## config.mk

```make
export PLATFORM = sky130hd
export DESIGN_NAME = bar_level_peak_hold_decay
export DESIGN_NICKNAME = d
export VERILOG_FILES = /design/src/hdl/blphd_pkg.sv /design/src/hdl/blphd_ctrl.sv /design/src/hdl/blphd_dp.sv /design/src/hdl/bar_level_peak_hold_decay.sv
export SDC_FILE = /design/constraint.sdc
export NUM_CORES = 2
export LEC_CHECK = 0
export BUFFER_PORTS_ARGS = -buffer_cell sky130_fd_sc_hd__buf_4
export CORE_MARGIN = 4
export CORE_UTILIZATION = 60
export CTS_CLUSTER_SIZE = 10
export DETAILED_ROUTE_END_ITERATION = 16
export HOLD_SLACK_MARGIN = 0.1
export PLACE_DENSITY = 0.77
export SYNTH_ARGS = -nofsm -noshare
export SYNTH_HDL_FRONTEND = slang
export SYNTH_SLANG_ARGS = --single-unit
```

## constraint.sdc

```tcl
create_clock -name clk -period 10.65 [get_ports clk]
set_clock_uncertainty 0.2 [all_clocks]
set_input_delay 0 -clock clk [delete_from_list [all_inputs] [get_ports clk]]
set_output_delay 0 -clock clk [all_outputs]
set_load 0.03 [all_outputs]
```

## src/hdl/blphd_pkg.sv

```systemverilog
// Shared types and constants for the bar level peak-hold/decay block.
// Used by the controller, the datapath and the top level.
package blphd_pkg;

  localparam int MAX_BARS = 32;
  localparam int BAR_W    = $clog2(MAX_BARS);
  localparam int CNT_W    = $clog2(MAX_BARS + 1);

  localparam int LVL_W    = 16;
  localparam int RAW_W    = 32;
  localparam int BCNT_W   = 6;
  localparam int IDX_W    = 5;

  localparam int CFG_IDX_W = 3;
  localparam int CFG_DAT_W = 16;

  localparam int IN_DATA_W  = 40;
  localparam int OUT_DATA_W = 32;

  // register indexes of the configuration port
  localparam logic [CFG_IDX_W-1:0] REG_BAR_COUNT  = 3'd0;
  localparam logic [CFG_IDX_W-1:0] REG_LEVEL_MAX  = 3'd1;
  localparam logic [CFG_IDX_W-1:0] REG_LEVEL_FALL = 3'd2;
  localparam logic [CFG_IDX_W-1:0] REG_PEAK_FALL  = 3'd3;
  localparam logic [CFG_IDX_W-1:0] REG_PEAK_HOLD  = 3'd4;

  // item kinds carried on in_tuser
  localparam logic FUNC_SET  = 1'b0;
  localparam logic FUNC_TICK = 1'b1;

  localparam logic [BCNT_W-1:0] BAR_COUNT_RST =
    (16 > MAX_BARS) ? BCNT_W'(MAX_BARS) : BCNT_W'(16);

  typedef struct packed {
    logic [BCNT_W-1:0] bar_count;
    logic [LVL_W-1:0]  level_max;
    logic [LVL_W-1:0]  level_fall;
    logic [LVL_W-1:0]  peak_fall;
    logic              peak_hold_on;
  } cfg_t;

  typedef struct packed {
    logic             load;     // capture the accepted item, clear result
    logic             rd_en;    // read one entry; it is written back next cycle
    logic [BAR_W-1:0] rd_addr;
    logic             emit;     // move the result into the output register
  } dp_cmd_t;

  typedef struct packed {
    logic             func;
    logic             active;   // addressed bar is below bar_count
    logic [BAR_W-1:0] idx;
    logic             out_free; // output register can take a result
  } dp_sts_t;

  typedef enum logic [2:0] {
    ST_IDLE,
    ST_SET,
    ST_TICK,
    ST_DRAIN,
    ST_FINISH
  } ctrl_state_t;

endpackage

```

## src/hdl/blphd_ctrl.sv

```systemverilog
// Controller for the bar level peak-hold/decay block: sequences set and
// tick items over the datapath. Depends on blphd_pkg.
module blphd_ctrl import blphd_pkg::*; (
  input  logic    clk,
  input  logic    rst_n,
  input  logic    in_accept,
  input  logic    in_func,
  input  cfg_t    cfg,
  input  dp_sts_t sts,
  output logic    in_ready,
  output dp_cmd_t cmd
);

  ctrl_state_t      state_r, state_nxt;
  logic [CNT_W-1:0] cnt_r, cnt_nxt;
  logic [CNT_W-1:0] cnt_inc;

  assign cnt_inc = cnt_r + CNT_W'(1);

  always_ff @(posedge clk) begin
    if (!rst_n) begin
      state_r <= ST_IDLE;
      cnt_r   <= '0;
    end else begin
      state_r <= state_nxt;
      cnt_r   <= cnt_nxt;
    end
  end

  always_comb begin
    state_nxt   = state_r;
    cnt_nxt     = cnt_r;
    in_ready    = 1'b0;
    cmd.load    = 1'b0;
    cmd.rd_en   = 1'b0;
    cmd.rd_addr = '0;
    cmd.emit    = 1'b0;
    unique case (state_r)
      ST_IDLE: begin
        in_ready = 1'b1;
        if (in_accept) begin
          cmd.load  = 1'b1;
          cnt_nxt   = '0;
          state_nxt = (in_func == FUNC_TICK) ? ST_TICK : ST_SET;
        end
      end
      ST_SET: begin
        // an inactive bar is left alone
        if (sts.active) begin
          cmd.rd_en   = 1'b1;
          cmd.rd_addr = sts.idx;
          state_nxt   = ST_DRAIN;
        end else begin
          state_nxt = ST_FINISH;
        end
      end
      ST_TICK: begin
        cmd.rd_en   = 1'b1;
        cmd.rd_addr = cnt_r[BAR_W-1:0];
        cnt_nxt     = cnt_inc;
        if (cnt_inc == CNT_W'(cfg.bar_count)) begin
          state_nxt = ST_DRAIN;
        end
      end
      ST_DRAIN: begin
        // last write-back happens here
        state_nxt = ST_FINISH;
      end
      ST_FINISH: begin
        if (sts.out_free) begin
          cmd.emit  = 1'b1;
          state_nxt = ST_IDLE;
        end
      end
      default: state_nxt = ST_IDLE;
    endcase
  end

endmodule

```

## src/hdl/blphd_dp.sv

```systemverilog
// Datapath for the bar level peak-hold/decay block: level/peak store with
// valid bits, read-modify-write update, result capture and output register.
// Depends on blphd_pkg.
module blphd_dp import blphd_pkg::*; (
  input  logic                  clk,
  input  logic                  rst_n,
  input  cfg_t                  cfg,
  input  logic                  clr,
  input  dp_cmd_t               cmd,
  input  logic                  in_func,
  input  logic [IDX_W-1:0]      in_bar_index,
  input  logic [RAW_W-1:0]      in_new_level,
  input  logic                  out_tready,
  output dp_sts_t               sts,
  output logic                  out_tvalid,
  output logic [OUT_DATA_W-1:0] out_tdata,   // level[15:0], peak[31:16]
  output logic [1:0]            out_tuser    // moved[0], ignored[1]
);

  // entry: level in the low half, peak in the high half
  logic [2*LVL_W-1:0] mem_r [MAX_BARS];
  logic [MAX_BARS-1:0] vld_r, vld_nxt;

  logic               func_r;
  logic [IDX_W-1:0]   idx_r;
  logic [RAW_W-1:0]   raw_r;

  logic [2*LVL_W-1:0] rd_data_r;
  logic               rd_vld_r;
  logic               wr_go_r, wr_go_nxt;
  logic [BAR_W-1:0]   wr_addr_r;

  logic [LVL_W-1:0]   res_level_r, res_level_nxt;
  logic [LVL_W-1:0]   res_peak_r, res_peak_nxt;
  logic               moved_r, moved_nxt;

  logic               out_valid_r, out_valid_nxt;
  logic [LVL_W-1:0]   out_level_r;
  logic [LVL_W-1:0]   out_peak_r;
  logic               out_moved_r;
  logic               out_ignored_r;

  logic [LVL_W-1:0]   lv_rd, pk_rd;
  logic [LVL_W-1:0]   set_v;
  logic [LVL_W-1:0]   tick_lv, tick_pk;
  logic [LVL_W-1:0]   new_lv, new_pk;
  logic               tick_lv_mv, tick_pk_mv;
  logic               active;

  assign active = ({1'b0, idx_r} < (IDX_W + 1)'(cfg.bar_count)) &&
                  ({1'b0, idx_r} < (IDX_W + 1)'(MAX_BARS));

  // entries never written since the last clear read as zero
  assign lv_rd = rd_vld_r ? rd_data_r[LVL_W-1:0] : '0;
  assign pk_rd = rd_vld_r ? rd_data_r[2*LVL_W-1:LVL_W] : '0;

  // clamp the signed raw value to 0..level_max
  always_comb begin
    if (raw_r[RAW_W-1]) begin
      set_v = '0;
    end else if (raw_r[RAW_W-2:0] > (RAW_W - 1)'(cfg.level_max)) begin
      set_v = cfg.level_max;
    end else begin
      set_v = raw_r[LVL_W-1:0];
    end
  end

  always_comb begin
    tick_lv_mv = (lv_rd != '0);
    if (lv_rd > cfg.level_fall) begin
      tick_lv = lv_rd - cfg.level_fall;
    end else begin
      tick_lv = '0;
    end
    tick_pk_mv = cfg.peak_hold_on && (pk_rd > tick_lv);
    tick_pk    = pk_rd;
    if (tick_pk_mv) begin
      tick_pk = ((pk_rd - tick_lv) > cfg.peak_fall) ? (pk_rd - cfg.peak_fall) : tick_lv;
    end
  end

  always_comb begin
    if (func_r == FUNC_TICK) begin
      new_lv = tick_lv;
      new_pk = tick_pk;
    end else begin
      new_lv = set_v;
      new_pk = (set_v > pk_rd) ? set_v : pk_rd;
    end
  end

  always_comb begin
    wr_go_nxt     = cmd.rd_en;
    res_level_nxt = res_level_r;
    res_peak_nxt  = res_peak_r;
    moved_nxt     = moved_r;
    vld_nxt       = vld_r;
    if (cmd.load) begin
      res_level_nxt = '0;
      res_peak_nxt  = '0;
      moved_nxt     = 1'b0;
    end else if (wr_go_r) begin
      vld_nxt[wr_addr_r] = 1'b1;
      if ({{(IDX_W + 1 - BAR_W){1'b0}}, wr_addr_r} == {1'b0, idx_r}) begin
        res_level_nxt = new_lv;
        res_peak_nxt  = new_pk;
      end
      if (func_r == FUNC_TICK && (tick_lv_mv || tick_pk_mv)) begin
        moved_nxt = 1'b1;
      end
    end
    if (clr) begin
      vld_nxt = '0;
    end
  end

  always_comb begin
    out_valid_nxt = out_valid_r;
    if (cmd.emit) begin
      out_valid_nxt = 1'b1;
    end else if (out_tready) begin
      out_valid_nxt = 1'b0;
    end
  end

  always_ff @(posedge clk) begin
    if (!rst_n) begin
      vld_r       <= '0;
      wr_go_r     <= 1'b0;
      out_valid_r <= 1'b0;
    end else begin
      vld_r       <= vld_nxt;
      wr_go_r     <= wr_go_nxt;
      out_valid_r <= out_valid_nxt;
    end
  end

  always_ff @(posedge clk) begin
    if (cmd.load) begin
      func_r <= in_func;
      idx_r  <= in_bar_index;
      raw_r  <= in_new_level;
    end
    if (cmd.rd_en) begin
      rd_data_r <= mem_r[cmd.rd_addr];
      rd_vld_r  <= vld_r[cmd.rd_addr];
      wr_addr_r <= cmd.rd_addr;
    end
    if (wr_go_r) begin
      mem_r[wr_addr_r] <= {new_pk, new_lv};
    end
    res_level_r <= res_level_nxt;
    res_peak_r  <= res_peak_nxt;
    moved_r     <= moved_nxt;
    if (cmd.emit) begin
      out_level_r   <= res_level_r;
      out_peak_r    <= res_peak_r;
      out_moved_r   <= moved_r;
      out_ignored_r <= (func_r == FUNC_SET) && !active;
    end
  end

  assign sts.func     = func_r;
  assign sts.active   = active;
  assign sts.idx      = idx_r[BAR_W-1:0];
  assign sts.out_free = !out_valid_r || out_tready;

  assign out_tvalid = out_valid_r;
  assign out_tdata  = {out_peak_r, out_level_r};
  assign out_tuser  = {out_ignored_r, out_moved_r};

  // a read never hits the entry being written back in the same cycle
  a_no_rw_collision: assert property (@(posedge clk) disable iff (!rst_n)
    (cmd.rd_en && wr_go_r) |-> (cmd.rd_addr != wr_addr_r))
    else $error("read and write-back to the same bar in one cycle");

  // a result is only moved into a free output register
  a_emit_free: assert property (@(posedge clk) disable iff (!rst_n)
    cmd.emit |-> (!out_valid_r || out_tready))
    else $error("result emitted over a waiting result");

  // clearing the store drops every valid bit
  a_clear_all: assert property (@(posedge clk) disable iff (!rst_n)
    clr |=> (vld_r == '0))
    else $error("store not cleared after bar_count write");

endmodule

```

## src/hdl/bar_level_peak_hold_decay.sv

```systemverilog
// Bar meter level and peak-hold store with per-tick decay.
//
// Input channel in_*: one beat per item. in_tuser is the item kind (0 set
// the level of bar in_tdata[4:0] from the signed value in_tdata[36:5],
// 1 decay tick over all active bars). Result channel out_*: exactly one beat
// per item, carrying level and peak of the addressed bar after the item
// (zero for an inactive bar) plus the moved and ignored flags.
// Configuration is written through cfg_wr_en/cfg_index/cfg_wdata while idle;
// the user must keep to this, as the block itself does no check of it. Writing
// bar_count clears all levels and peaks. Items are handled one at a time by a
// controller walking a level/peak store: an active set item reads its entry,
// writes it back and emits the result, an ignored one goes straight to the
// result, and a tick reads and writes back every active entry, one store entry
// visited per cycle. The next item is taken in the cycle after the result is
// loaded into the output register. The result sits in an output register, so
// when out_tready is low the next item is still accepted and processed; it then
// waits until that register frees up, and in_tready stays low meanwhile.
// After reset (rst_n low, synchronous) bar_count is 16, level_max 100,
// level_fall 6, peak_fall 2, peak hold on, and all stores read as zero.
// Depends on blphd_pkg, blphd_ctrl and blphd_dp.
module bar_level_peak_hold_decay import blphd_pkg::*; (
  input  logic                  clk,
  input  logic                  rst_n,
  input  logic                  in_tvalid,
  output logic                  in_tready,
  input  logic [IN_DATA_W-1:0]  in_tdata,    // bar_index[4:0], new_level[36:5], zeros
  input  logic                  in_tuser,    // func
  output logic                  out_tvalid,
  input  logic                  out_tready,
  output logic [OUT_DATA_W-1:0] out_tdata,   // level[15:0], peak[31:16]
  output logic [1:0]            out_tuser,   // moved[0], ignored[1]
  input  logic                  cfg_wr_en,
  input  logic [CFG_IDX_W-1:0]  cfg_index,
  input  logic [CFG_DAT_W-1:0]  cfg_wdata
);

  cfg_t    cfg_r, cfg_nxt;
  logic    clr;
  logic    in_accept;
  dp_cmd_t cmd;
  dp_sts_t sts;
  logic [BCNT_W-1:0] bcnt_wr;

  assign in_accept = in_tvalid && in_tready;
  assign bcnt_wr   = cfg_wdata[BCNT_W-1:0];
  assign clr       = cfg_wr_en && (cfg_index == REG_BAR_COUNT);

  always_comb begin
    cfg_nxt = cfg_r;
    if (cfg_wr_en) begin
      unique case (cfg_index)
        REG_BAR_COUNT: begin
          // limit to 1..MAX_BARS
          if (bcnt_wr == '0) begin
            cfg_nxt.bar_count = BCNT_W'(1);
          end else if ((BCNT_W + 9)'(bcnt_wr) > (BCNT_W + 9)'(MAX_BARS)) begin
            cfg_nxt.bar_count = BCNT_W'(MAX_BARS);
          end else begin
            cfg_nxt.bar_count = bcnt_wr;
          end
        end
        REG_LEVEL_MAX: begin
          cfg_nxt.level_max = (cfg_wdata == '0) ? LVL_W'(1) : cfg_wdata;
        end
        REG_LEVEL_FALL: cfg_nxt.level_fall   = cfg_wdata;
        REG_PEAK_FALL:  cfg_nxt.peak_fall    = cfg_wdata;
        REG_PEAK_HOLD:  cfg_nxt.peak_hold_on = cfg_wdata[0];
        default: ;
      endcase
    end
  end

  always_ff @(posedge clk) begin
    if (!rst_n) begin
      cfg_r.bar_count    <= BAR_COUNT_RST;
      cfg_r.level_max    <= LVL_W'(100);
      cfg_r.level_fall   <= LVL_W'(6);
      cfg_r.peak_fall    <= LVL_W'(2);
      cfg_r.peak_hold_on <= 1'b1;
    end else begin
      cfg_r <= cfg_nxt;
    end
  end

  blphd_ctrl u_ctrl (
    .clk       (clk),
    .rst_n     (rst_n),
    .in_accept (in_accept),
    .in_func   (in_tuser),
    .cfg       (cfg_r),
    .sts       (sts),
    .in_ready  (in_tready),
    .cmd       (cmd)
  );

  blphd_dp u_dp (
    .clk          (clk),
    .rst_n        (rst_n),
    .cfg          (cfg_r),
    .clr          (clr),
    .cmd          (cmd),
    .in_func      (in_tuser),
    .in_bar_index (in_tdata[IDX_W-1:0]),
    .in_new_level (in_tdata[IDX_W+RAW_W-1:IDX_W]),
    .out_tready   (out_tready),
    .sts          (sts),
    .out_tvalid   (out_tvalid),
    .out_tdata    (out_tdata),
    .out_tuser    (out_tuser)
  );

endmodule

```

==> results_dict.tcl <==
set metrics [dict create \
    status "finished clean" \
    netlist.area_leader.share_pct 63.05 \
    hold_class "in -> reg" \
    syn_area_mm2 0.05401 \
    worst_path_largest_cell_delay_ns 0.82 \
    p_total_mw 13.98 \
    reg2reg_slack_ns 1.87 \
    instances_no_fill 5733 \
    first_global_vias 36860 \
    wl_um 174300 \
    maxCapViolCount 0 \
    synth_area_per_cell_um2 12.60 \
    ys_ff_latch 1265 \
    worst_pin_slew_ns 1.379 \
    nFillCells 5755 \
    slew_viol_final 0 \
    drive_above_1_share_pct 10.69 \
    path_clk_slew_ns 0.06 \
    worstHoldPathCells 7 \
    irDropWorstVdd_v 0.0001791 \
    final_cell_mix "edfxtp_1, nand2_1, a211oi_1, and3_1, a31oi_1" \
    gr-total-overflow 0 \
    critPathKind "reg -> reg" \
    period_share_pct 82.41 \
    clk_latency_ns 0.76 \
    rsz0062_at_grt "no" \
    ys_types 84 \
    start_kind "register" \
    yosys-top-cells-area "edfxtp_1, nand2_1, dfxtp_1, a211oi_1, and3_1" \
    setup_tns_ns 0 \
    grt_max_degree 220 \
    num_vias 39110 \
    p_leak_nw 21.72 \
    die_x_um 308.0 \
    path_buf_inv 2 \
    clockRootBuffer "clkbuf_16" \
    cts_tree "yes" \
    fp.dieArea_mm2 0.09488 \
    synth_edf_count 1134 \
    cts-htree-levels 4 \
    cts_resized 0 \
    drt.antenna.violating_nets 0 \
    numPortBuffers 97 \
    syn_nets 4457 \
    clock_path_buffers 3 \
    num_io_pins 101 \
    cp.required_ns 10.87 \
    dp_cells 5353 \
    arrival_ns 9.00 \
    postSynthCellCount 4288 \
    p_comb_share_pct 22.9 \
    post_drt_wl_per_cell_um 30.40 \
    busiest_layer "met2" \
    reg2reg_depth 27 \
    rows 109 \
    cp-end-kind "register" \
    die_h_um 308.0 \
    synthToLayoutAreaGrowth_pct 14.75 \
    nets 4650 \
    finalSetupViolCount 0 \
    dr.pass1.iters 8 \
    intPower_mw 9.746 \
    hpwl_um 93820 \
    powerDensity_mw_per_mm2 225.5 \
    grt_antenna_before_repair 12 \
    slowest_stage "edfxtp_1" \
    drc 0 \
    numCtsBuffers 146 \
    p_seq_share_pct 44.6 \
    grt_pass1_wl_um 247300 \
    cts.sinks 1265 \
    path_max_fanout 33 \
    power_switching_mw 4.229 \
    hold_violations 0 \
    use_met2_pct 53.65 \
    core-area_mm2 0.08878 \
    vias_per_cell 6.822 \
    track_usage_pct 36.27 \
    layout_commonest_cell "edfxtp_1" \
    gp_congestion 1.045 \
    synth_ff_type "edfxtp_1" \
    async_reset_ff_share_pct 0 \
    sw_frac_of_total_pct 30.26 \
    slew_headroom_pct 7.210 \
    ys_seq_area_share_pct 67.90 \
    crit_cells 27 \
    fin_crit_ns 8.776 \
    p_clk_share_pct 32.4 \
    start_util_pct 60.83 \
    first_iter_violations 6102 \
    use_met3_pct 9.462 \
    yosysWarnings 0 \
    yosysTopAreaCell "edfxtp_1" \
    fmax_mhz 113.9 \
    met1_usage_pct 49.16 \
    critPathTopFamily "compound AO/OA/AOI/OAI gates" \
]
## flip-flops by register name (all words and copies together), names as in the netlist
register and flops:
u_ctrl.state_r 3, u_dp.mem_r 1024, u_dp.out_moved_r 1, u_dp.vld_r 32
u_dp.out_peak_r 16, u_dp.out_ignored_r 1, u_dp.raw_r 32, u_dp.rd_vld_r 1
u_dp.res_peak_r 16, u_dp.out_tvalid 1, u_dp.res_level_r 16, u_dp.out_level_r 16
u_ctrl.cnt_r 6, u_dp.idx_r 5, u_dp.wr_addr_r 5, cfg_r 55
u_dp.func_r 1, u_dp.wr_go_r 1, u_dp.rd_data_r 32, u_dp.moved_r 1
## layer usage
layer,vias up,share of wire (%)
met1,19110,37
met4,4,6.5
met3,562,13
met5,-,0.014
met2,2720,44
li1,16710,-
## power groups by stage
stage               sequential, mW  combinational [mW]  clock [mW]
floorplan                     6.31                1.97           0
global placement              6.33                3.04           0
detailed placement            6.33                3.05           0
CTS                           6.23                3.11        4.54
global route                  6.24                3.44        4.76
finish                        6.24                3.21        4.53
## cell type report
type	count	area [µm²]	area share (%)
inverter	97	371.6	0.5996
clock inverter	12	147.6	0.2382
timing repair buffer	341	3010	4.857
clock buffer	219	4076	6.577
antenna	4	10.01	0.01615
multi-input combinational	2630	16230	26.18
tap	1165	1458	2.352
sequential	1265	36680	59.18
## what timing repair did
action | 4_1_cts | 5_1_grt
endpoints found under the setup margin | 0 | 0
setup buffers | 0 | 0
endpoints found under the hold margin | 168 | 0
hold buffers | 145 | 0
## Yosys cell counts (all sizes together), types with 7 or more instances
master  number
nor2b       23
inv         95
mux2i       21
nand2      722
a31oi      271
nand3       47
o21ba       17
ha         101
nand3b      11
o21ai       73
and2        31
o31ai       15
dfxtp      131
clkbuf     205
or3          7
nor2       156
nand4       18
o22ai      132
o21a        14
buf         91
nor4        46
a21o        16
nor3b        9
or2         12
xor2        13
o211ai      19
and3       273
nand2b       7
a21boi      47
a211oi     275
xnor2       28
nor3        22
edfxtp    1134
a21oi      118
## worst register-to-register path, delay by kind of cell (launching register included)
| family | cells | cell delay (ns) |
|---|---|---|
| AO/OA/AOI/OAI | 11 | 3.91 |
| AND/OR/NAND/NOR | 9 | 1.76 |
| adder cells (fa/ha/maj) | 4 | 1.14 |
| flip-flops | 1 | 0.82 |
| buffers and inverters | 2 | 0.44 |
| XOR/XNOR | 1 | 0.14 |
## cells by family after synthesis
| kind of cell | synth area share [%] |
|---|---|
| compound gates | 13.38 |
| xor+xnor | 0.6649 |
| fa+ha+maj | 2.451 |
| buf+inv | 2.954 |
| flops | 67.90 |
| mux | 0.4517 |
| simple gates | 12.20 |
## worst paths after layout
kind,start,to
worst min register to register,u_dp.res_level_r[14],u_dp.out_level_r[14]
worst min-delay path,cfg_wdata[0],cfg_r[33]
worst max-delay path,u_dp.rd_vld_r,u_dp.mem_r[14][23]
worst max register to register,u_dp.rd_vld_r,u_dp.mem_r[14][23]
## per-stage QoR
stage                     utilization, %  worst slack, ns  hold WS (ns)  instance area [µm²]
after floorplan                        -            3.355       -0.1011                54010
after global placement             63.40            2.345      -0.02105                56290
after detailed placement           63.40            2.263      -0.02049                56290
after CTS                          69.79            2.191        0.1026                61970
after global routing               69.80            1.371        0.1950                61970
final                              69.81            1.874        0.1611                61980
(Power assumes the default switching activity.)
